[src/design/dklt_pkg.sv]
// Shared types and constants for the dual-key lookup table.
package dklt_pkg;

  // Default sizes of the table and its fields
  localparam int TABLE_DEPTH_DEF     = 16;
  localparam int PRIMARY_WIDTH_DEF   = 32;
  localparam int SECONDARY_WIDTH_DEF = 32;
  localparam int VALUE_WIDTH_DEF     = 32;

  // Sideband widths
  localparam int CMD_W      = 2;
  localparam int STATUS_W   = 3;
  localparam int IN_USER_W  = CMD_W + 2;
  localparam int OUT_USER_W = STATUS_W;

  typedef enum logic [CMD_W-1:0] {
    CMD_INSERT     = 2'd0,
    CMD_LOOKUP_PRI = 2'd1,
    CMD_LOOKUP_SEC = 2'd2
  } cmd_t;

  typedef enum logic [STATUS_W-1:0] {
    ST_OK        = 3'd0,
    ST_NO_KEY    = 3'd1,
    ST_DUPLICATE = 3'd2,
    ST_NOT_FOUND = 3'd3,
    ST_FULL      = 3'd4
  } status_t;

  typedef enum logic [1:0] {
    FSM_IDLE,
    FSM_SCAN,
    FSM_FINISH
  } fsm_t;

endpackage

[src/design/dual_key_lookup_table_unit.sv]
// Dual-key lookup table: entry memory, sequential key scan and result register.
// Steps: IDLE takes the input transfer; SCAN reads one stored entry from the memory port
// per cycle and compares each as it returns; FINISH loads the result once the output
// register is free. A new item is taken only after the last result is handed over.
// A finished result waits in the output register while the next item is taken.
// Reset (synchronous, rst_n low) empties the table through its fill count; the entry
// memory itself is not cleared, and slots at or above the fill count are never read.
module dual_key_lookup_table_unit #(
  parameter int TABLE_DEPTH     = dklt_pkg::TABLE_DEPTH_DEF,
  parameter int PRIMARY_WIDTH   = dklt_pkg::PRIMARY_WIDTH_DEF,
  parameter int SECONDARY_WIDTH = dklt_pkg::SECONDARY_WIDTH_DEF,
  parameter int VALUE_WIDTH     = dklt_pkg::VALUE_WIDTH_DEF,
  localparam int IN_DATA_W  = ((PRIMARY_WIDTH + SECONDARY_WIDTH + VALUE_WIDTH + 7) / 8) * 8,
  localparam int OUT_DATA_W = ((VALUE_WIDTH + 7) / 8) * 8
) (
  input  logic                            clk,
  input  logic                            rst_n,
  input  logic                            in_tvalid,
  output logic                            in_tready,
  // primary_key, secondary_key, entry_value (low bit up), zero padded
  input  logic [IN_DATA_W-1:0]            in_tdata,
  // command[1:0], primary_present, secondary_present
  input  logic [dklt_pkg::IN_USER_W-1:0]  in_tuser,
  output logic                            out_tvalid,
  input  logic                            out_tready,
  // found_value, zero padded
  output logic [OUT_DATA_W-1:0]           out_tdata,
  // status[2:0]
  output logic [dklt_pkg::OUT_USER_W-1:0] out_tuser
);

  localparam int AW      = (TABLE_DEPTH > 1) ? $clog2(TABLE_DEPTH) : 1;
  localparam int CW      = $clog2(TABLE_DEPTH + 1);
  localparam int E_PP    = 0;
  localparam int E_PK    = 1;
  localparam int E_SP    = 1 + PRIMARY_WIDTH;
  localparam int E_SK    = 2 + PRIMARY_WIDTH;
  localparam int E_VAL   = 2 + PRIMARY_WIDTH + SECONDARY_WIDTH;
  localparam int ENTRY_W = 2 + PRIMARY_WIDTH + SECONDARY_WIDTH + VALUE_WIDTH;

  // Control state
  dklt_pkg::fsm_t state_r, state_nxt;
  logic [CW-1:0]  idx_r, idx_nxt;
  logic [CW-1:0]  count_r, count_nxt;
  logic           rd_pend_r;
  logic           rd_en;
  logic           wr_en;
  logic           dup_r, dup_nxt;
  logic           hit_r, hit_nxt;
  logic           out_tvalid_r, out_tvalid_nxt;
  logic           out_load;

  // Held item
  logic [dklt_pkg::CMD_W-1:0] cmd_r;
  logic                       pp_r;
  logic                       sp_r;
  logic [PRIMARY_WIDTH-1:0]   pk_r;
  logic [SECONDARY_WIDTH-1:0] sk_r;
  logic [VALUE_WIDTH-1:0]     val_r;

  // Scan data path
  logic [ENTRY_W-1:0]         mem [TABLE_DEPTH];
  logic [ENTRY_W-1:0]         rd_data_r;
  logic [ENTRY_W-1:0]         wr_entry;
  logic [VALUE_WIDTH-1:0]     found_r, found_nxt;
  logic                       e_pp;
  logic                       e_sp;
  logic [PRIMARY_WIDTH-1:0]   e_pk;
  logic [SECONDARY_WIDTH-1:0] e_sk;
  logic [VALUE_WIDTH-1:0]     e_val;
  logic                       pri_match;
  logic                       sec_match;

  // Result
  logic [dklt_pkg::STATUS_W-1:0] res_status;
  logic                          res_write;
  logic [dklt_pkg::STATUS_W-1:0] out_status_r;
  logic [VALUE_WIDTH-1:0]        out_found_r;

  // Split the entry read back from memory
  assign e_pp  = rd_data_r[E_PP];
  assign e_pk  = rd_data_r[E_PK +: PRIMARY_WIDTH];
  assign e_sp  = rd_data_r[E_SP];
  assign e_sk  = rd_data_r[E_SK +: SECONDARY_WIDTH];
  assign e_val = rd_data_r[E_VAL +: VALUE_WIDTH];

  assign pri_match = e_pp && (e_pk == pk_r);
  assign sec_match = e_sp && (e_sk == sk_r);

  // Absent keys are stored as zero with their flag clear
  assign wr_entry = {val_r,
                     (sp_r ? sk_r : {SECONDARY_WIDTH{1'b0}}), sp_r,
                     (pp_r ? pk_r : {PRIMARY_WIDTH{1'b0}}), pp_r};

  // Decide the result of the held item from the scan flags
  always_comb begin
    res_write  = 1'b0;
    res_status = dklt_pkg::ST_NOT_FOUND;
    case (cmd_r)
      dklt_pkg::CMD_INSERT: begin
        if (!pp_r && !sp_r) begin
          res_status = dklt_pkg::ST_NO_KEY;
        end else if (dup_r) begin
          res_status = dklt_pkg::ST_DUPLICATE;
        end else if (count_r == CW'(TABLE_DEPTH)) begin
          res_status = dklt_pkg::ST_FULL;
        end else begin
          res_status = dklt_pkg::ST_OK;
          res_write  = 1'b1;
        end
      end
      dklt_pkg::CMD_LOOKUP_PRI, dklt_pkg::CMD_LOOKUP_SEC: begin
        res_status = hit_r ? dklt_pkg::ST_OK : dklt_pkg::ST_NOT_FOUND;
      end
      default: begin
        res_status = dklt_pkg::ST_NOT_FOUND;
      end
    endcase
  end

  // Sequencer: next state, scan compare and result hand-off
  always_comb begin
    state_nxt      = state_r;
    idx_nxt        = idx_r;
    count_nxt      = count_r;
    dup_nxt        = dup_r;
    hit_nxt        = hit_r;
    found_nxt      = found_r;
    rd_en          = 1'b0;
    wr_en          = 1'b0;
    out_load       = 1'b0;
    in_tready      = 1'b0;
    out_tvalid_nxt = out_tvalid_r && !out_tready;

    // Compare the entry read in the previous cycle
    if (rd_pend_r) begin
      case (cmd_r)
        dklt_pkg::CMD_INSERT: begin
          if ((pp_r && pri_match) || (sp_r && sec_match)) begin
            dup_nxt = 1'b1;
          end
        end
        dklt_pkg::CMD_LOOKUP_PRI: begin
          if (pri_match) begin
            hit_nxt   = 1'b1;
            found_nxt = e_val;
          end
        end
        dklt_pkg::CMD_LOOKUP_SEC: begin
          if (sec_match) begin
            hit_nxt   = 1'b1;
            found_nxt = e_val;
          end
        end
        default: begin
          dup_nxt = dup_r;
        end
      endcase
    end

    case (state_r)
      dklt_pkg::FSM_IDLE: begin
        in_tready = 1'b1;
        if (in_tvalid) begin
          idx_nxt   = '0;
          dup_nxt   = 1'b0;
          hit_nxt   = 1'b0;
          found_nxt = '0;
          state_nxt = dklt_pkg::FSM_SCAN;
        end
      end
      dklt_pkg::FSM_SCAN: begin
        // Issue one read per cycle over the filled slots
        if (idx_r < count_r) begin
          rd_en   = 1'b1;
          idx_nxt = idx_r + CW'(1);
        end else begin
          state_nxt = dklt_pkg::FSM_FINISH;
        end
      end
      dklt_pkg::FSM_FINISH: begin
        // Hand over once the output register is free
        if (!out_tvalid_r || out_tready) begin
          out_load       = 1'b1;
          out_tvalid_nxt = 1'b1;
          if (res_write) begin
            wr_en     = 1'b1;
            count_nxt = count_r + CW'(1);
          end
          state_nxt = dklt_pkg::FSM_IDLE;
        end
      end
      default: begin
        state_nxt = dklt_pkg::FSM_IDLE;
      end
    endcase
  end

  // Control registers
  always_ff @(posedge clk) begin
    if (!rst_n) begin
      state_r      <= dklt_pkg::FSM_IDLE;
      idx_r        <= '0;
      count_r      <= '0;
      rd_pend_r    <= 1'b0;
      dup_r        <= 1'b0;
      hit_r        <= 1'b0;
      out_tvalid_r <= 1'b0;
    end else begin
      state_r      <= state_nxt;
      idx_r        <= idx_nxt;
      count_r      <= count_nxt;
      rd_pend_r    <= rd_en;
      dup_r        <= dup_nxt;
      hit_r        <= hit_nxt;
      out_tvalid_r <= out_tvalid_nxt;
    end
  end

  // Hold the accepted item and the result payload
  always_ff @(posedge clk) begin
    found_r <= found_nxt;
    if (in_tvalid && in_tready) begin
      cmd_r <= in_tuser[dklt_pkg::CMD_W-1:0];
      pp_r  <= in_tuser[dklt_pkg::CMD_W];
      sp_r  <= in_tuser[dklt_pkg::CMD_W+1];
      pk_r  <= in_tdata[PRIMARY_WIDTH-1:0];
      sk_r  <= in_tdata[PRIMARY_WIDTH +: SECONDARY_WIDTH];
      val_r <= in_tdata[PRIMARY_WIDTH+SECONDARY_WIDTH +: VALUE_WIDTH];
    end
    if (out_load) begin
      out_status_r <= res_status;
      out_found_r  <= found_r;
    end
  end

  // Entry memory: one write port, one registered read port
  always_ff @(posedge clk) begin
    if (wr_en) begin
      mem[count_r[AW-1:0]] <= wr_entry;
    end
    if (rd_en) begin
      rd_data_r <= mem[idx_r[AW-1:0]];
    end
  end

  assign out_tvalid = out_tvalid_r;
  assign out_tuser  = out_status_r;
  assign out_tdata  = OUT_DATA_W'(out_found_r);

`ifndef NO_ASSERTIONS
  // The fill count never passes the capacity
  a_count_bound: assert property (@(posedge clk) disable iff (!rst_n)
    count_r <= CW'(TABLE_DEPTH))
    else $error("fill count beyond table depth");

  // The scan index never runs past the filled slots
  a_idx_bound: assert property (@(posedge clk) disable iff (!rst_n)
    idx_r <= count_r)
    else $error("scan index beyond fill count");

  // The fill count only grows, one slot at a time, on a result hand-off
  a_count_step: assert property (@(posedge clk) disable iff (!rst_n)
    ($past(rst_n) && (count_r != $past(count_r))) |->
      ((count_r == $past(count_r) + CW'(1)) && $past(out_load)))
    else $error("fill count changed outside an insert");

  // A new result appears only from the finishing step
  a_out_source: assert property (@(posedge clk) disable iff (!rst_n)
    ($past(rst_n) && out_tvalid_r && !$past(out_tvalid_r)) |->
      ($past(state_r) == dklt_pkg::FSM_FINISH))
    else $error("result raised outside the finishing step");
`endif

endmodule
[config.mk]
export PLATFORM = sky130hd
export DESIGN_NAME = dual_key_lookup_table_unit
export DESIGN_NICKNAME = d
export VERILOG_FILES = /design/src/design/dklt_pkg.sv /design/src/design/dual_key_lookup_table_unit.sv
export SDC_FILE = /design/constraint.sdc
export NUM_CORES = 1
export LEC_CHECK = 0
export BUFFER_PORTS_ARGS = -buffer_cell sky130_fd_sc_hd__buf_2
export CORE_ASPECT_RATIO = 1.75
export CORE_MARGIN = 2
export CORE_UTILIZATION = 56
export CTS_BUF_LIST = sky130_fd_sc_hd__clkbuf_16
export DETAILED_ROUTE_END_ITERATION = 10
export GPL_TIMING_DRIVEN = 1
export MAX_ROUTING_LAYER = met4
export PLACE_DENSITY_LB_ADDON = 0.08
export REMOVE_ABC_BUFFERS = 1
export SYNTH_ARGS = -nofsm -noshare
export SYNTH_HDL_FRONTEND = slang
export SYNTH_SLANG_ARGS = --single-unit
export TNS_END_PERCENT = 30
[constraint.sdc]
create_clock -name clk -period 11.8 [get_ports clk]
set_clock_uncertainty 0.1 [all_clocks]
set_input_delay 1.18 -clock clk [delete_from_list [all_inputs] [get_ports clk]]
set_output_delay 1.18 -clock clk [all_outputs]
set_load 0.1 [all_outputs]
==> flow_metrics.py, run 1 <==
metrics = {
    "floorplan": {
        "io_pins": 141,
        "core_area_um2": 122000,
        "die_y_um": 467,
        "die-width_um": 269,
        "rows": 170,
        "dieArea_um2": 126000,
        "start_util": 0.562,
    },
    "global_route": {
        "grt_pass1_wl_um": 230000,
        "use_met1": 0.334,
        "grt_util_all_layers": 0.273,
        "grt_antenna_before_repair": 26,
        "use_met2": 0.459,
        "gr-usage-met3": 0.0531,
        "grt.busiest_layer": "met2",
        "grt_overflow_total": 0,
        "grt_max_degree": 119,
        "first_global_vias": 31700,
    },
    "power": {
        "leakagePower_nw": 23.7,
        "p_total_mw": 12.7,
        "p_per_area_nw_per_um2": 166,
        "ir_drop_mv": 0.126,
    },
    "final_layout": {
        "syn2layout_area_growth_pct": 11.8,
        "fillers": 8108,
        "final_nets": 3124,
        "drive_above_1_share": 0.310,
        "final_util": 0.629,
        "final_common_cell": "edfxtp_1",
        "layoutNonFillerInstCount": 4791,
        "layout_common_cells": "edfxtp_1 (1,801), mux4_2 (490), clkbuf_16 (162)",
    },
    "setup_path": {
        "slowest_stage": "buf_4",
        "cp.required_ns": 12.11,
        "criticalPathCategory": "in -> reg",
        "r2r_setup_slack_ns": 6.75,
        "crit_path_end_kind": "flip-flop",
        "startpoint_type": "primary input",
        "crit_chain": "buf_2 > nand2b_1 > nor2b_4 > buf_4 > and3_1 > nand2_1 > nor2_4 > buf_4 > buf_4",
        "slowest_delay_ns": 0.89,
        "path_common_cell": "buf_4",
        "arrival_ns": 5.48,
        "crit_fanout": 47,
    },
    "clocking": {
        "cts_sinks": 1849,
        "post_cts_buffers": 0,
        "htreeDepth": 4,
        "cts_resized": 0,
        "insertion_delay_ns": 0.79,
        "cts.reportedPaths.clkPinSlew_ns": 0.07,
        "hold_buffers": 0,
        "cts-root-buf": "clkbuf_16",
        "clockBufferDepth": 3,
        "cts_inserted_buffers": 159,
        "cts_tree": "yes",
    },
    "yosys": {
        "synth_area_leaders": "edfxtp_1 (79%), mux4_2 (16%), dfxtp_1 (1.4%)",
        "synthArstFlopShare": 0,
        "avgSynthCellArea_um2": 24.8,
        "ys_warn_count": 0,
        "synth_cells": 2770,
        "ys_seq_area_frac": 0.801,
        "synth_ff_type": "edfxtp_1",
        "synth-edff-count": 1801,
        "synth_area_leader_cell": "edfxtp_1",
        "yosysTopAreaCellShare": 0.787,
        "synth.distinct_cells": 41,
        "ys_seq_elements": 1849,
        "syn_area_um2": 68700,
    },
    "timing": {
        "slew_viol_final": 0,
        "timing.fmax_mhz": 193,
        "worstMarginPinSlew_ns": 1.17,
        "setup_viol": 0,
        "tns_ns": 0,
        "fin_crit_sh": 0.438,
        "slew_headroom": 0.218,
        "hold_viol_final": 0,
        "hold_slack_ns": 0.335,
        "rsz0062_at_grt": "false",
        "post-route-min-period_ns": 5.17,
    },
    "routing": {
        "vias": 30100,
        "drcViolationCount": 0,
        "drt_iter0_markers": 3053,
        "ant_nets": 0,
        "vias_per_cell": 6.29,
        "wirelength_um": 161000,
        "drt_first_pass_iters": 5,
        "wire_per_inst_um": 33.5,
    },
    "placement": {
        "dp_hpwl_um": 87900,
        "io_buffers": 140,
        "dp_cells": 4480,
        "gp_routability_congestion": 0.780,
    },
    "run_status": {
        "status": "complete, no violations",
    },
    "job": {
        "cap_viol_max_count": 0,
    },
    "worst_hold_path": {
        "min_path_type": "reg -> reg",
    },
}
## worst max-delay path, delay by kind of cell
family                 cells  cell delay (ns)
buffers and inverters      4             2.18
and+or+nand+nor            5             1.95
## logic make-up (layout without fill, tap and decap cells)
logic type	after synthesis	count (layout)	synth area share
buffers and inverters	142	509	0.00836
adders and majority gates	13	13	0.00237
AOI/OAI and AO/OA	55	55	0.00688
muxes	491	491	0.161
xor gates and xnor gates	68	68	0.00866
and+or+nand+nor	152	152	0.0123
DFF	1849	1849	0.801
other	0	20	0
## layout make-up
class | instances | area [um^2] | area share
Clock inverter | 129 | 1130 | 0.0147
Timing Repair Buffer | 201 | 1210 | 0.0157
Multi-Input combinational cell | 779 | 13300 | 0.172
Inverter | 17 | 73.8 | 0.000960
Clock buffer | 162 | 4050 | 0.0527
Tap cell | 1634 | 2040 | 0.0266
Antenna cell | 20 | 50.0 | 0.000651
Sequential cell | 1849 | 55100 | 0.716
## path summary, 6_finish.rpt
path	from	end	depth (start not counted)
min	found_r[17]	out_tdata[17]	0
max reg2reg	idx_r[1]	rd_data_r[12]	5
min reg2reg	found_r[17]	out_tdata[17]	0
max	out_tready	mem[4][93]	9
## per-stage QoR
| stage | worst slack (ns) | area [um^2] |
|---|---|---|
| after global routing | 6.48 | 76900 |
| after CTS | 6.62 | 76800 |
| after floorplan | -6.87 | 68200 |
| after detailed placement | 5.80 | 71600 |
| after global placement | 5.86 | 71600 |
| final | 6.63 | 76900 |
## state kept, by name, summed over array words and instances, names as in the netlist
signal,cells
sk_r,32
found_r,32
pp_r,1
hit_r,1
idx_r,5
out_tvalid,1
out_tdata,32
dup_r,1
mem,1568
state_r,2
rd_data_r,98
sp_r,1
pk_r,32
count_r,5
rd_pend_r,1
out_tuser,3
cmd_r,2
val_r,32
## routing by layer
| metal | part of all wire | vias up |
|---|---|---|
| li1 | - | 12300 |
| met1 | 0.37 | 16400 |
| met2 | 0.54 | 1158 |
| met3 | 0.065 | 256 |
| met4 | 0.030 | 0 |
| met5 | 0 | - |
## synthesized netlist by cell type (all sizes together), types with 15 or more instances
cell type  number
mux4          490
dfxtp          48
nor2           24
nor4           15
buf            52
nand2          17
xor2           58
edfxtp       1801
clkbuf         73
a22o           32
and2           64
inv            16
## where the power goes
part / total (mW) / switching, mW / internal [mW]
sequential: 7.30 / 0.0558 / 7.25
combinational: 0.191 / 0.149 / 0.0411
clock: 5.23 / 2.33 / 2.90
Power figures use the tool's default switching activity.
==> run 2: changes to the inputs <==
==> constraint.sdc (replaced) <==
create_clock -name clk -period 4.3 [get_ports clk]
set_clock_uncertainty 0.1 [all_clocks]
set_input_delay 0.43 -clock clk [delete_from_list [all_inputs] [get_ports clk]]
set_output_delay 0.43 -clock clk [all_outputs]
set_load 0.1 [all_outputs]
==> flow_metrics.py, run 2 (synthesis gave the netlist of run 1 again) <==
metrics = {
    "run_status": {
        "status": "complete, no violations",
    },
    "global_route": {
        "grt_overflow_total": 0,
        "grt_max_degree": 160,
        "first_global_vias": 32300,
        "grt_antenna_before_repair": 6,
        "grt_pass1_wl_um": 227000,
        "grt_util_all_layers": 0.266,
    },
    "clocking": {
        "htreeDepth": 4,
        "cts_tree": "yes",
        "post_cts_buffers": 0,
        "cts_inserted_buffers": 160,
        "cts-root-buf": "clkbuf_16",
        "cts_sinks": 1849,
        "insertion_delay_ns": 0.81,
        "hold_buffers": 103,
        "cts.reportedPaths.clkPinSlew_ns": 0.06,
        "clockBufferDepth": 3,
        "cts_resized": 0,
    },
    "setup_path": {
        "arrival_ns": 4.28,
        "startpoint_type": "flip-flop",
        "crit_start": "sk_r[24]",
        "crit_path_end_kind": "flip-flop",
        "ff2ff_path_depth": 8,
        "reg2reg_to": "found_r[19]",
        "cp.required_ns": 4.87,
        "r2r-start": "sk_r[24]",
        "r2r_setup_slack_ns": 0.58,
        "crit_fanout": 32,
        "criticalPathCategory": "reg -> reg",
    },
    "floorplan": {
        "die_y_um": 467,
        "rows": 170,
        "core_area_um2": 122000,
        "dieArea_um2": 126000,
        "io_pins": 141,
        "die-width_um": 269,
        "start_util": 0.562,
    },
    "final_layout": {
        "layoutNonFillerInstCount": 4899,
        "drive_above_1_share": 0.302,
        "final_common_cell": "edfxtp_1",
        "layout_common_cells": "edfxtp_1 (1,801), mux4_2 (490), clkbuf_16 (165)",
        "final_util": 0.641,
        "largest_reg_flops": 1568,
        "final_nets": 3243,
        "syn2layout_area_growth_pct": 14.0,
    },
    "power": {
        "ir_drop_mv": 0.413,
        "leakagePower_nw": 24.3,
        "p_total_mw": 34.8,
        "p_per_area_nw_per_um2": 444,
    },
    "worst_hold_path": {
        "hold_depth": 2,
        "holdPathEnd": "val_r[3]",
        "min_path_type": "in -> reg",
        "min_from": "in_tdata[67]",
    },
    "timing": {
        "worstMarginPinSlew_ns": 1.38,
        "slew_headroom": 0.0801,
        "setup_viol": 0,
        "slew_viol_final": 0,
        "hold_viol_final": 0,
        "post-route-min-period_ns": 3.72,
        "layout_setup_ws_ns": 0.584,
        "timing.fmax_mhz": 269,
        "rsz0062_at_grt": "false",
        "fin_crit_sh": 0.864,
    },
    "placement": {
        "gp_routability_congestion": 0.788,
        "io_buffers": 140,
        "dpl_worst_slack_ns": 0.495,
        "dp_hpwl_um": 77500,
        "dp_cells": 4495,
    },
    "job": {
        "cap_viol_max_count": 0,
    },
    "routing": {
        "wirelength_um": 157000,
        "vias_per_cell": 6.25,
        "ant_nets": 0,
        "drt_iter0_markers": 3320,
        "drt_first_pass_iters": 5,
        "drcViolationCount": 0,
        "wire_per_inst_um": 32.1,
        "vias": 30600,
    },
}
[run 2: final cells by class]
class                      instances  area, um^2
tap                             1634        2040
multi-input combinational        779       13300
antenna                            5        12.5
clock inverter                   131        1020
inverter                          17        73.8
clock buffer                     165        4130
fill                            7987       43900
timing repair buffer             319        2790
sequential                      1849       55100
[run 2: worst max-delay path: stages, from the launching register on]
cell and delay, ns:
edfxtp_1 0.40, xor2_1 0.17, nor4_1 0.94, nand4_1 0.26
nor4_1 0.68, nand2b_1 0.23, a41oi_4 0.12, buf_4 0.34
a22o_2 0.33
[run 2: how the worst max path moves through the flow]
stage | slack [ns] | endpoint | depth (start not counted)
3_3_place_gp | 0.45 | found_r[20] | 8
4_1_cts | 0.47 | found_r[2] | 8
6_report | 0.58 | found_r[19] | 8
5_1_grt | 0.50 | found_r[16] | 8
3_5_place_dp | 0.49 | found_r[22] | 8
2_1_floorplan | -14.37 | rd_data_r[0] | 6
[run 2: report_power, final]
part | switching [mW] | internal (mW)
Clock | 6.45 | 7.78
Sequential | 0.119 | 19.9
Combinational | 0.422 | 0.177
[run 2: routing by layer]
layer  GRT usage  vias to the layer above  wire (um)
li1            -                    12500          -
met1       0.362                    16800      63400
met2       0.433                     1052      81700
met3      0.0409                      220       9120
met4      0.0619                        0       3090
met5           -                        -          0
[run 2: per-stage QoR]
| stage | hold slack (ns) | area, um^2 | setup TNS [ns] |
|---|---|---|---|
| after floorplan | 0.309 | 68200 | -9572.07 |
| after global placement | 0.322 | 72200 | 0 |
| after detailed placement | 0.317 | 72200 | 0 |
| after CTS | 0.180 | 78400 | 0 |
| after global routing | 0.212 | 78400 | 0 |
| final | 0.246 | 78400 | 0 |
